[src/sv/stus_pkg.sv]
`timescale 1ns / 1ps
// ----------------------------------------------------------------------------
// stus_pkg: shared types and constants of the string-to-unsigned scanner
// Item formats, the classified byte that the front hands to the back, the
// scan phases and the number formats the scanner knows.
// ----------------------------------------------------------------------------
package stus_pkg;

    // Field widths
    localparam int VALUE_BITS  = 64;
    localparam int OFFSET_BITS = 32;
    localparam int BASE_BITS   = 6;
    localparam int CHAR_BITS   = 8;
    localparam int DIGIT_BITS  = 6;
    localparam int PROD_BITS   = VALUE_BITS + BASE_BITS;

    // Number bases
    localparam int MAX_BASE = 36;
    localparam int BASE_HEX = 16;
    localparam int BASE_DEC = 10;
    localparam int BASE_OCT = 8;

    // Queue between front and back
    localparam int QUEUE_DEPTH = 4;
    localparam int QPTR_BITS   = $clog2(QUEUE_DEPTH);

    // One input byte
    typedef struct packed {
        logic                 first;
        logic [BASE_BITS-1:0] base;
        logic                 readable;
        logic [CHAR_BITS-1:0] ch;
    } t_in_item;

    // One scan result
    typedef struct packed {
        logic [VALUE_BITS-1:0]  value;
        logic [OFFSET_BITS-1:0] end_offset;
        logic                   negative;
        logic                   overflow;
        logic                   converted;
    } t_out_item;

    // Byte after classification
    typedef struct packed {
        logic                  first;
        logic [BASE_BITS-1:0]  base;
        logic                  base_bad;
        logic                  readable;
        logic                  is_space;
        logic                  is_plus;
        logic                  is_minus;
        logic                  is_zero;
        logic                  is_x;
        logic                  is_digit;
        logic [DIGIT_BITS-1:0] digit;
    } t_cls_item;

    // Scan phases
    typedef enum logic [3:0] {
        PH_IDLE,
        PH_WS,
        PH_SIGN,
        PH_ZERO,
        PH_XMARK,
        PH_DIGITS
    } t_phase;

endpackage

[src/sv/string_to_uint_scanner_top.sv]
`timescale 1ns / 1ps
// ----------------------------------------------------------------------------
// string_to_uint_scanner_top: strtoul-style integer scanner
// Classifier, byte queue and scan engine with a registered result.
// ----------------------------------------------------------------------------
// Feed the string one byte per transfer, with first set on the byte at offset
// zero (which also carries the base). The block sustains one byte per cycle
// while the engine does not pause: each byte is classified on entry, waits in
// a four-entry queue, and is then taken by the scan engine, whose base
// multiply-add with overflow check works over the 64-bit accumulator. With
// the queue empty, a byte is first written into the queue and then taken by
// the engine, which loads the result register as it takes the byte that
// ends the scan; o_out_valid comes from that register. The engine pauses
// only while a finished result waits in the output register and the next
// byte would end a scan too. No clearing pass follows reset.
module string_to_uint_scanner_top (
    input  logic                i_clk,
    input  logic                i_rst_n,
    input  logic                i_in_valid,
    output logic                o_in_ready,
    input  stus_pkg::t_in_item  i_in_data,
    output logic                o_out_valid,
    input  logic                i_out_ready,
    output stus_pkg::t_out_item o_out_data
);

    logic                push_valid;
    logic                push_ready;
    stus_pkg::t_cls_item push_data;
    logic                q_valid;
    logic                q_ready;
    stus_pkg::t_cls_item q_data;

    // Classifier
    stus_front u_front (
        .i_in_valid   (i_in_valid),
        .o_in_ready   (o_in_ready),
        .i_in_data    (i_in_data),
        .o_push_valid (push_valid),
        .i_push_ready (push_ready),
        .o_push_data  (push_data)
    );

    // Byte queue
    stus_queue u_queue (
        .i_clk        (i_clk),
        .i_rst_n      (i_rst_n),
        .i_push_valid (push_valid),
        .o_push_ready (push_ready),
        .i_push_data  (push_data),
        .o_pop_valid  (q_valid),
        .i_pop_ready  (q_ready),
        .o_pop_data   (q_data)
    );

    // Scan engine
    stus_back u_back (
        .i_clk       (i_clk),
        .i_rst_n     (i_rst_n),
        .i_q_valid   (q_valid),
        .o_q_ready   (q_ready),
        .i_q_data    (q_data),
        .o_out_valid (o_out_valid),
        .i_out_ready (i_out_ready),
        .o_out_data  (o_out_data)
    );

    // A new result only comes from a byte the engine took
    a_result_from_pop: assert property (@(posedge i_clk) disable iff (!i_rst_n)
        $rose(o_out_valid) |-> $past(q_valid && q_ready))
        else $error("result appeared without an engine transfer");

    // A held result is not overwritten by engine progress
    a_hold_result: assert property (@(posedge i_clk) disable iff (!i_rst_n)
        (q_valid && q_ready && o_out_valid && !i_out_ready) |=> $stable(o_out_data))
        else $error("held result changed while engine advanced");

    // Input back-pressure only with the queue holding bytes
    a_full_has_data: assert property (@(posedge i_clk) disable iff (!i_rst_n)
        (i_in_valid && !o_in_ready) |-> q_valid)
        else $error("input stalled with empty queue");

endmodule

[src/sv/stus_front.sv]
`timescale 1ns / 1ps
// ----------------------------------------------------------------------------
// stus_front: byte classifier
// Takes input bytes and tags each one (space, sign, zero, x, digit value,
// bad base) before it goes into the queue.
// ----------------------------------------------------------------------------
module stus_front (
    input  logic                i_in_valid,
    output logic                o_in_ready,
    input  stus_pkg::t_in_item  i_in_data,
    output logic                o_push_valid,
    input  logic                i_push_ready,
    output stus_pkg::t_cls_item o_push_data
);

    // Character codes
    localparam logic [7:0] CH_SPACE = 8'h20;
    localparam logic [7:0] CH_TAB   = 8'h09;
    localparam logic [7:0] CH_CR    = 8'h0D;
    localparam logic [7:0] CH_PLUS  = 8'h2B;
    localparam logic [7:0] CH_MINUS = 8'h2D;
    localparam logic [7:0] CH_0     = 8'h30;
    localparam logic [7:0] CH_9     = 8'h39;
    localparam logic [7:0] CH_UA    = 8'h41;
    localparam logic [7:0] CH_UZ    = 8'h5A;
    localparam logic [7:0] CH_LA    = 8'h61;
    localparam logic [7:0] CH_LZ    = 8'h7A;
    localparam logic [7:0] CH_UX    = 8'h58;
    localparam logic [7:0] CH_LX    = 8'h78;

    logic [7:0] ch;

    assign ch = i_in_data.ch;

    // Handshake goes straight to the queue
    assign o_push_valid = i_in_valid;
    assign o_in_ready   = i_push_ready;

    // Classification
    always_comb begin
        o_push_data          = '0;
        o_push_data.first    = i_in_data.first;
        o_push_data.base     = i_in_data.base;
        o_push_data.base_bad = (i_in_data.base == stus_pkg::BASE_BITS'(1))
                               || (i_in_data.base > stus_pkg::BASE_BITS'(stus_pkg::MAX_BASE));
        o_push_data.readable = i_in_data.readable;
        o_push_data.is_space = (ch == CH_SPACE) || ((ch >= CH_TAB) && (ch <= CH_CR));
        o_push_data.is_plus  = (ch == CH_PLUS);
        o_push_data.is_minus = (ch == CH_MINUS);
        o_push_data.is_zero  = (ch == CH_0);
        o_push_data.is_x     = (ch == CH_LX) || (ch == CH_UX);
        priority if ((ch >= CH_0) && (ch <= CH_9)) begin
            o_push_data.is_digit = 1'b1;
            o_push_data.digit    = stus_pkg::DIGIT_BITS'(ch - CH_0);
        end else if ((ch >= CH_LA) && (ch <= CH_LZ)) begin
            o_push_data.is_digit = 1'b1;
            o_push_data.digit    = stus_pkg::DIGIT_BITS'(ch - CH_LA)
                                   + stus_pkg::DIGIT_BITS'(stus_pkg::BASE_DEC);
        end else if ((ch >= CH_UA) && (ch <= CH_UZ)) begin
            o_push_data.is_digit = 1'b1;
            o_push_data.digit    = stus_pkg::DIGIT_BITS'(ch - CH_UA)
                                   + stus_pkg::DIGIT_BITS'(stus_pkg::BASE_DEC);
        end else begin
            o_push_data.is_digit = 1'b0;
            o_push_data.digit    = '0;
        end
    end

endmodule

[src/sv/stus_queue.sv]
`timescale 1ns / 1ps
// ----------------------------------------------------------------------------
// stus_queue: classified byte queue
// Small register FIFO between classifier and scan engine.
// ----------------------------------------------------------------------------
module stus_queue (
    input  logic                i_clk,
    input  logic                i_rst_n,
    input  logic                i_push_valid,
    output logic                o_push_ready,
    input  stus_pkg::t_cls_item i_push_data,
    output logic                o_pop_valid,
    input  logic                i_pop_ready,
    output stus_pkg::t_cls_item o_pop_data
);

    stus_pkg::t_cls_item                r_mem [stus_pkg::QUEUE_DEPTH];
    logic [stus_pkg::QPTR_BITS-1:0]     r_wr_ptr;
    logic [stus_pkg::QPTR_BITS-1:0]     r_rd_ptr;
    logic [stus_pkg::QPTR_BITS:0]       r_count;
    logic                               push;
    logic                               pop;

    assign o_push_ready = (r_count != (stus_pkg::QPTR_BITS+1)'(stus_pkg::QUEUE_DEPTH));
    assign o_pop_valid  = (r_count != '0);
    assign o_pop_data   = r_mem[r_rd_ptr];
    assign push         = i_push_valid && o_push_ready;
    assign pop          = o_pop_valid && i_pop_ready;

    // Storage
    always_ff @(posedge i_clk) begin
        if (push) begin
            r_mem[r_wr_ptr] <= i_push_data;
        end
    end

    // Pointers and fill level
    always_ff @(posedge i_clk) begin
        if (!i_rst_n) begin
            r_wr_ptr <= '0;
            r_rd_ptr <= '0;
            r_count  <= '0;
        end else begin
            if (push) begin
                r_wr_ptr <= r_wr_ptr + 1'b1;
            end
            if (pop) begin
                r_rd_ptr <= r_rd_ptr + 1'b1;
            end
            unique case ({push, pop})
                2'b10:   r_count <= r_count + 1'b1;
                2'b01:   r_count <= r_count - 1'b1;
                default: r_count <= r_count;
            endcase
        end
    end

endmodule

[src/sv/stus_back.sv]
`timescale 1ns / 1ps
// ----------------------------------------------------------------------------
// stus_back: scan engine
// Runs the scan state machine on classified bytes, one per cycle unless a finishing byte
// meets a held result, with a base multiply-add and overflow check, and holds the result register.
// ----------------------------------------------------------------------------
module stus_back (
    input  logic                i_clk,
    input  logic                i_rst_n,
    input  logic                i_q_valid,
    output logic                o_q_ready,
    input  stus_pkg::t_cls_item i_q_data,
    output logic                o_out_valid,
    input  logic                i_out_ready,
    output stus_pkg::t_out_item o_out_data
);

    localparam int VB = stus_pkg::VALUE_BITS;
    localparam int OB = stus_pkg::OFFSET_BITS;
    localparam int BB = stus_pkg::BASE_BITS;
    localparam int PB = stus_pkg::PROD_BITS;

    // Scan state
    stus_pkg::t_phase    r_phase, n_phase;
    logic [BB-1:0]       r_base, n_base;
    logic [VB-1:0]       r_acc, n_acc;
    logic [OB-1:0]       r_pos, n_pos;
    logic [OB-1:0]       r_fb, n_fb;
    logic                r_sd, n_sd;
    logic                r_sm, n_sm;
    logic                r_ov, n_ov;
    logic                r_out_valid;
    stus_pkg::t_out_item r_out_data;

    // Effective state (a first byte starts from a clean scan)
    stus_pkg::t_phase    e_phase;
    logic [BB-1:0]       e_base;
    logic [VB-1:0]       e_acc;
    logic [OB-1:0]       e_pos;
    logic                e_sd;
    logic                e_sm;
    logic                e_ov;

    // Digit path
    logic [BB-1:0]       lead_base;
    logic [BB-1:0]       d_base;
    logic [OB-1:0]       d_pos;
    logic                d_bad;
    logic [PB-1:0]       prod;
    logic                d_ovf;
    logic                lead_zero;

    // Step decode
    logic                s_fin;
    logic [OB-1:0]       s_fin_end;
    logic                s_space;
    logic                s_sign;
    logic                s_lzero;
    logic                s_xmark;
    logic                s_digit;
    logic                slot_free;
    logic                go;
    stus_pkg::t_out_item res;

    assign e_phase = i_q_data.first ? stus_pkg::PH_WS : r_phase;
    assign e_base  = i_q_data.first ? i_q_data.base : r_base;
    assign e_acc   = i_q_data.first ? '0 : r_acc;
    assign e_pos   = i_q_data.first ? '0 : r_pos;
    assign e_sd    = i_q_data.first ? 1'b0 : r_sd;
    assign e_sm    = i_q_data.first ? 1'b0 : r_sm;
    assign e_ov    = i_q_data.first ? 1'b0 : r_ov;

    // Digit path: base choice, multiply-add, overflow
    always_comb begin
        lead_base = (e_base == '0) ? BB'(stus_pkg::BASE_DEC) : e_base;
        unique case (e_phase)
            stus_pkg::PH_XMARK:  d_base = BB'(stus_pkg::BASE_HEX);
            stus_pkg::PH_ZERO,
            stus_pkg::PH_DIGITS: d_base = r_base;
            default:             d_base = lead_base;
        endcase
        d_pos     = (e_phase == stus_pkg::PH_XMARK) ? (r_pos + OB'(1)) : e_pos;
        d_bad     = !i_q_data.is_digit || (i_q_data.digit >= d_base);
        prod      = (PB'(e_acc) * PB'(d_base)) + PB'(i_q_data.digit);
        d_ovf     = |prod[PB-1:VB];
        lead_zero = ((e_base == '0) || (e_base == BB'(stus_pkg::BASE_HEX)))
                    && i_q_data.is_zero;
    end

    // Step decode
    always_comb begin
        s_fin     = 1'b0;
        s_fin_end = e_pos;
        s_space   = 1'b0;
        s_sign    = 1'b0;
        s_lzero   = 1'b0;
        s_xmark   = 1'b0;
        s_digit   = 1'b0;
        if (i_q_valid) begin
            if (i_q_data.first && i_q_data.base_bad) begin
                s_fin     = 1'b1;
                s_fin_end = '0;
            end else begin
                unique case (e_phase)
                    stus_pkg::PH_WS: begin
                        priority if (!i_q_data.readable) s_fin   = 1'b1;
                        else if (i_q_data.is_space)      s_space = 1'b1;
                        else if (i_q_data.is_plus || i_q_data.is_minus) s_sign = 1'b1;
                        else if (lead_zero)              s_lzero = 1'b1;
                        else                             s_digit = 1'b1;
                    end
                    stus_pkg::PH_SIGN: begin
                        priority if (!i_q_data.readable) s_fin   = 1'b1;
                        else if (lead_zero)              s_lzero = 1'b1;
                        else                             s_digit = 1'b1;
                    end
                    stus_pkg::PH_ZERO: begin
                        priority if (!i_q_data.readable) s_fin   = 1'b1;
                        else if (i_q_data.is_x)          s_xmark = 1'b1;
                        else                             s_digit = 1'b1;
                    end
                    stus_pkg::PH_XMARK: begin
                        // Only a hex digit makes the x part of the number
                        if (i_q_data.readable && i_q_data.is_digit
                            && (i_q_data.digit < stus_pkg::DIGIT_BITS'(stus_pkg::BASE_HEX))) begin
                            s_digit = 1'b1;
                        end else begin
                            s_fin     = 1'b1;
                            s_fin_end = r_fb;
                        end
                    end
                    stus_pkg::PH_DIGITS: begin
                        if (!i_q_data.readable) begin
                            s_fin     = 1'b1;
                            s_fin_end = r_sd ? r_pos : '0;
                        end else begin
                            s_digit = 1'b1;
                        end
                    end
                    default: ;
                endcase
                // A byte that is no digit of the base ends the scan
                if (s_digit && d_bad) begin
                    s_fin     = 1'b1;
                    s_fin_end = e_sd ? d_pos : '0;
                end
            end
        end
    end

    // Pop unless a finishing byte meets a full result register
    assign slot_free = !r_out_valid || i_out_ready;
    assign o_q_ready = !s_fin || slot_free;
    assign go        = i_q_valid && o_q_ready;

    // Next state
    always_comb begin
        n_phase = r_phase;
        if (go) begin
            priority if (s_fin)  n_phase = stus_pkg::PH_IDLE;
            else if (s_space)    n_phase = stus_pkg::PH_WS;
            else if (s_sign)     n_phase = stus_pkg::PH_SIGN;
            else if (s_lzero)    n_phase = stus_pkg::PH_ZERO;
            else if (s_xmark)    n_phase = stus_pkg::PH_XMARK;
            else if (s_digit)    n_phase = stus_pkg::PH_DIGITS;
            else                 n_phase = r_phase;
        end
    end

    // Datapath updates and result
    always_comb begin
        n_base = r_base;
        n_acc  = r_acc;
        n_pos  = r_pos;
        n_fb   = r_fb;
        n_sd   = r_sd;
        n_sm   = r_sm;
        n_ov   = r_ov;
        if (go) begin
            if (i_q_data.first) begin
                n_base = i_q_data.base;
                n_acc  = '0;
                n_pos  = '0;
                n_fb   = '0;
                n_sd   = 1'b0;
                n_sm   = 1'b0;
                n_ov   = 1'b0;
            end
            if (!s_fin) begin
                priority if (s_space) begin
                    n_pos = e_pos + OB'(1);
                end else if (s_sign) begin
                    n_sm  = i_q_data.is_minus;
                    n_pos = e_pos + OB'(1);
                end else if (s_lzero) begin
                    // Leading zero: octal in auto mode, maybe an 0x prefix
                    n_base = (e_base == '0) ? BB'(stus_pkg::BASE_OCT) : e_base;
                    n_sd   = 1'b1;
                    n_acc  = '0;
                    n_pos  = e_pos + OB'(1);
                    n_fb   = e_pos + OB'(1);
                end else if (s_digit) begin
                    n_base = d_base;
                    n_sd   = 1'b1;
                    if (d_ovf) begin
                        n_ov = 1'b1;
                    end else begin
                        n_acc = prod[VB-1:0];
                    end
                    n_pos = d_pos + OB'(1);
                end else begin
                    n_pos = r_pos;
                end
            end
        end
        res.value      = e_sd ? e_acc : '0;
        res.end_offset = s_fin_end;
        res.negative   = e_sd && e_sm;
        res.overflow   = e_sd && e_ov;
        res.converted  = e_sd;
    end

    // State registers
    always_ff @(posedge i_clk) begin
        if (!i_rst_n) begin
            r_phase <= stus_pkg::PH_IDLE;
            r_base  <= '0;
            r_acc   <= '0;
            r_pos   <= '0;
            r_fb    <= '0;
            r_sd    <= 1'b0;
            r_sm    <= 1'b0;
            r_ov    <= 1'b0;
        end else begin
            r_phase <= n_phase;
            r_base  <= n_base;
            r_acc   <= n_acc;
            r_pos   <= n_pos;
            r_fb    <= n_fb;
            r_sd    <= n_sd;
            r_sm    <= n_sm;
            r_ov    <= n_ov;
        end
    end

    // Result register
    always_ff @(posedge i_clk) begin
        if (!i_rst_n) begin
            r_out_valid <= 1'b0;
        end else if (go && s_fin) begin
            r_out_valid <= 1'b1;
        end else if (i_out_ready) begin
            r_out_valid <= 1'b0;
        end
    end

    always_ff @(posedge i_clk) begin
        if (go && s_fin) begin
            r_out_data <= res;
        end
    end

    assign o_out_valid = r_out_valid;
    assign o_out_data  = r_out_data;

endmodule
[config.mk]
export PLATFORM = sky130hd
export DESIGN_NAME = string_to_uint_scanner_top
export DESIGN_NICKNAME = d
export VERILOG_FILES = /design/src/sv/stus_pkg.sv /design/src/sv/string_to_uint_scanner_top.sv /design/src/sv/stus_front.sv /design/src/sv/stus_queue.sv /design/src/sv/stus_back.sv
export SDC_FILE = /design/constraint.sdc
export NUM_CORES = 2
export LEC_CHECK = 0
export ABC_CLOCK_PERIOD_IN_PS = 8900
export BUFFER_PORTS_ARGS = -buffer_cell sky130_fd_sc_hd__buf_2
export CELL_PAD_IN_SITES_DETAIL_PLACEMENT = 0
export CELL_PAD_IN_SITES_GLOBAL_PLACEMENT = 1
export CORE_MARGIN = 2
export CORE_UTILIZATION = 30
export CTS_CLUSTER_DIAMETER = 80
export DETAILED_ROUTE_END_ITERATION = 10
export HOLD_SLACK_MARGIN = 0.03
export PLACE_DENSITY = 0.63
export SYNTH_ARGS = -nofsm -noshare
export SYNTH_HDL_FRONTEND = slang
export SYNTH_SLANG_ARGS = --single-unit
[constraint.sdc]
create_clock -name i_clk -period 8.9 [get_ports i_clk]
set_clock_uncertainty 0.05 [all_clocks]
set_input_delay 0.89 -clock i_clk [delete_from_list [all_inputs] [get_ports i_clk]]
set_output_delay 0.89 -clock i_clk [all_outputs]
set_load 0.005 [all_outputs]
==> Yosys cells after proc, flatten, opt, wreduce, memory -nomap -nowiden <==
Memories as Yosys holds them, arrays and structs flattened. A register that Yosys moved wholly into a read port is not among the register bits.
Index checks and enable logic that the tools add are counted.
{ "classes": {"n_addsub": 13, "n_reduce_logical": 36, "mux": 114, "order_cmp": 11, "eq_ne": 16, "multipliers": 1} }
{ "ops": {"columns": ["operator", "n"], "rows": [
  ["$mux W32", 19],
  ["$mux W64", 7],
  ["$add A32 B1 Y32 const B", 3],
  ["$add A70 B6 Y70", 1],
  ["$mul A64 B6 Y70", 1],
  ["$pmux W32 S2", 1],
  ["$mux W1", 62],
  ["$mux W6", 8],
  ["$eq A8 B6 Y1 const B", 4],
  ["$mux W4", 7],
  ["$mux W7", 3],
  ["$eq A8 B7 Y1 const B", 2],
  ["$ge A8 B7 Y1 const B", 2],
  ["$le A8 B7 Y1 const B", 2],
  ["$logic_and A1 B1 Y1", 14],
  ["$add A6 B4 Y6 const B", 2],
  ["$pmux W6 S2", 1],
  ["$sub A6 B6 Y6 const B", 2],
  ["$eq A4 B2 Y1 const B", 2],
  ["$eq A4 B3 Y1 const B", 2],
  ["$ge A8 B4 Y1 const B", 1],
  ["$ge A8 B6 Y1 const B", 1],
  ["$le A8 B4 Y1 const B", 1],
  ["$le A8 B6 Y1 const B", 1],
  ["other kinds (28)", 42]
]} }
{ "totals": {"mem_bits_rw": 84, "elab_cells": 209, "reg_bits": 248, "memories": 1, "input_bits": 20, "out_inout_bits": 101} }
{ "memory_table": {"columns": ["memory", "words", "width", "rd", "rd_ports_with_merged_regs", "write_ports", "line", "source"], "rows": [
  ["u_queue.r_mem", 4, 21, 1, 1, 1, "stus_queue.sv:17", "stus_pkg::t_cls_item r_mem [stus_pkg::QUEUE_DEPTH];"]
]} }

==> Logic depth before layout (Yosys ltp) <==
{ "depth": {"word_depth": 20, "depth_mapped": 37, "mapped_depth_nobuf": 28} }

==> Modules after synthesis <==
Synthesis repeated with hierarchy kept, for this count alone.
{ "hier_totals": {"hier_cells": 3170, "area_unflattened_um2": 29097.9} }
{ "by_module_without_submodules": {"columns": ["mod", "area_per_inst_um2", "n_inst", "cells_per_inst", "seq_area_each_um2"], "rows": [
  ["stus_back", 24987.7, 1, 2931, 5795.6],
  ["stus_queue", 3524.6, 1, 161, 2702.6],
  ["stus_front", 585.6, 1, 78, 0.0]
]} }

==> Worst setup path before layout <==
Ideal clock, no wire load.
{ "synth_path": {"path_kind": "register to register", "start": "reg (tool-made name)", "end": "reg u_back.r_out_data (netlist bit u_back.o_out_data[0]) (enable)", "stages_incl_launch_ff": 20, "t_arrival_ns": 8.200, "setup_slack_ns": 0.092, "synth_period_minus_slack_ns": 8.808, "required_time_ns": 8.292, "setup_ns": 0.558, "cell_sequence": "dfxtp_1 > buf_2 > mux4_2 > buf_2 > buf_2 > clkbuf_1 > clkbuf_1 > buf_1 > clkbuf_1 > a21oi_1 > clkbuf_1 > inv_1 > ha_1 > nand2b_1 > a21o_1 > a21oi_1 > o211a_1 > o21bai_1 > nand2_1 > nor2_1"} }
{ "synth_lines": {"columns": ["element", "line", "source"], "rows": [
  ["end signal, assigned", "stus_back.sv:259", "r_out_data <= res;"],
  ["end, declared", "stus_back.sv:33", "stus_pkg::t_out_item r_out_data;"]
]} }

==> reports/metrics.cfg <==
[worst_setup_path]
cp.required_ns=9.33
slowest_delay_ns=0.61
path_cells=mux4_2 > nor4_1 > a21oi_1 > nor2b_1 > o22ai_1 > o21a_2 > buf_4 > nor2_1 > fa_1 > fa_1 > fa_1 > ha_1 > ha_1 > nand4_1 > or2_1 > or4_4 > nor4b_4 > o211ai_2 > a2111oi_4 > mux2i_1 > nor4_4 > nand3_2 > o211a_4 > a22o_1
crit_family=simple AND/OR/NAND/NOR gates
crit_buf_inv=1
crit_path_end_kind=flop
path_class=flop to flop
crit_arrival_ns=8.86
crit_path_top_delay_cell=mux4_2
start_kind=flop
crit_top_cell=fa_1
crit_fanout=45

[power_and_ir_drop]
power_leakage_nw=13.7
vdd_ir_drop_max_uv=214
finalPower_mw=6.35
power_density_nw_per_um2=196

[sta]
drv_slew=0
period_needed_ns=8.44
fmax_mhz=119
worst_pin_slew_ns=1.29
hold_viol=0
rsz0062_at_grt=false
fin_crit_sh_pct=94.8
slew_headroom_pct=13.4
setup_viol=0

[die]
rows=114
die_w_um=315
die-area_um2=99400
core_area_um2=96400
die_height_um=315
boundaryPins=121
start_util_pct=30.2

[routing]
dr.pass1.iters=5
routedWlPerCell_um=20.4
via_per_inst=5.35
ant_nets=0
wl_um=91800
drtIter0Drc=2082
num_vias=24000
drc=0

[logic_synthesis]
ys_ff_latch=333
syn_avg_cell_area_um2=9.15
synth_area_leaders=edfxtp_1 19%, fa_1 17%, dfxtp_1 10%, nor2_1 7.9%, ha_1 7.3%
synth_edf_count=183
netlist_top_cells_count=612 x nor2_1, 259 x nand2_1, 253 x fa_1, 183 x edfxtp_1, 170 x ha_1
ys_warn_count=0
yosysMostFrequentCell=nor2_1
async_flop_share_pct=0
yosys.area.top_type_share_pct=18.9
netlist_area_um2=29100
synth-main-ff-cell=edfxtp_1
synth_cells=3176
synth_top_area_cell=edfxtp_1
yosysUniqueCellTypes=90
synth_fp_nets=3619
ys_seq_area_share_pct=29.2

[clocking]
h-tree-depth=2
clk_pin_slew_ns=0.07
ctsLongestPathBuffers=3
clk_latency_ns=0.61
hold_buffers=0
clock-sinks=333
cts_tree=yes
cts_made_buffers=44
cts_root_buf=clkbuf_16

[global_routing]
grtUsageMet2_pct=27.8
grt_use_met3_pct=2.77
grt_usage_pct=18.5
grt_pass1_vias=24100
grt_overflow=0
grt_max_degree=79
antenna_found_initial=4
busiest_layer=met2
use_met1_pct=27.3
grt_pass1_wl_um=145000

[finish]
final_util_pct=33.6
register_area_um2=8500
antenna_cells=0
area_growth_pct=11.4
n_fill_cell=10100
nets=3621
drive_above_1_share_pct=10.1
multi_input_area_um2=19500

[min_path]
hp-class=flop to flop

[job]
cap_violations=0

[placed_design]
gp_congestion=0.867
post-dp-hpwl_um=66800
portBuffers=120

[status]
status=complete, no violations

==> layer usage <==
| metal | wire length, um | part of all wire [%] | vias to the layer above |
|---|---|---|---|
| li1 | - | - | 11200 |
| met1 | 44700 | 49 | 12000 |
| met2 | 39700 | 43 | 648 |
| met3 | 4930 | 5.4 | 121 |
| met4 | 2470 | 2.7 | 2 |
| met5 | 11 | 0.012 | - |
==> area by class of cell <==
cell class | count | area share [%]
Tap cell | 1276 | 4.93
Inverter | 85 | 0.985
Multi-Input combinational cell | 2542 | 60.1
Clock buffer | 51 | 3.55
Clock inverter | 30 | 0.889
Sequential cell | 333 | 26.3
Timing Repair Buffer | 172 | 3.25
==> per-stage QoR <==
stage | hold WS (ns) | cell area (um2) | setup TNS [ns] | std cells | setup slack (ns)
after global placement | 0.393 | 30900 | 0 | 4407 | 0.0192
after floorplan | 0.381 | 29100 | 0 | 3176 | 0.0921
final | 0.411 | 32400 | 0 | 4489 | 0.464
after CTS | 0.413 | 32400 | 0 | 4488 | 0.000773
after detailed placement | 0.403 | 30900 | -0.315 | 4407 | -0.0218
after global routing | 0.438 | 32400 | 0 | 4489 | 0.0266
==> registers in the layout (all words and copies together), names as in the netlist, named ones only <==
name	flops
u_back.r_acc	64
u_back.r_fb	32
u_back.o_out_data	99
u_back.r_phase	3
u_queue.r_count	3
u_back.r_sm	1
u_queue.r_mem	84
u_queue.r_wr_ptr	2
u_back.r_ov	1
u_back.r_sd	1
u_back.o_out_valid	1
u_queue.r_rd_ptr	2
u_back.r_pos	32
u_back.r_base	6
==> kinds of logic (layout without fill, tap and decap cells) <==
group	after synthesis	count (layout)	share of synthesized area (%)
AND/OR/NAND/NOR	1281	1281	20.2
AO/OA/AOI/OAI	658	658	15.0
adder cells (fa/ha/maj)	423	423	24.7
flip-flops	333	333	29.2
buffers and inverters	301	338	4.25
XOR/XNOR	144	144	4.34
multiplexers	36	36	2.15
==> worst paths after layout <==
check	start	endpoint	slack, ns	depth (start not counted)
max	flop	u_back.r_acc[52]	0.46	24
min	u_back.r_fb[30]	u_back.r_fb[30]	0.41	2
max reg2reg	flop	u_back.r_acc[52]	0.46	24
min reg2reg	u_back.r_fb[30]	u_back.r_fb[30]	0.41	2
==> worst reg2reg max path, cell delays in order, from the launching register on <==
cell	delay, ns
dfxtp_2	0.50
mux4_2	0.61
nor4_1	0.40
a21oi_1	0.12
nor2b_1	0.21
o22ai_1	0.12
o21a_2	0.17
buf_4	0.25
nor2_1	0.19
fa_1	0.46
fa_1	0.53
fa_1	0.49
ha_1	0.31
ha_1	0.45
nand4_1	0.18
or2_1	0.27
or4_4	0.47
nor4b_4	0.32
o211ai_2	0.18
a2111oi_4	0.41
mux2i_1	0.18
nor4_4	0.40
nand3_2	0.19
o211a_4	0.49
a22o_1	0.35
==> cells in the final DEF, fill, tap and decap left out, drive strengths merged, types with 93 or more instances in the layout <==
| cell | n |
|---|---|
| a21oi | 164 |
| buf | 172 |
| dfxtp | 150 |
| edfxtp | 183 |
| fa | 253 |
| ha | 170 |
| inv | 93 |
| nand2 | 259 |
| nor2 | 612 |
| o21ai | 128 |
==> power breakdown <==
group	total [mW]	switching [mW]	internal [mW]
sequential	2.06	0.112	1.95
combinational	2.47	1.83	0.633
clock	1.82	0.793	1.03
total	6.35	2.74	3.61
==> timing repair <==
action | 4_1_cts | 5_1_grt
endpoints found under the setup margin | 40 | 58
buffers inserted | 0 | 1
cloned | 0 | 0
gates resized for setup | 1 | 5
pin swaps | 0 | 1
Power figures use the tool's default switching activity.
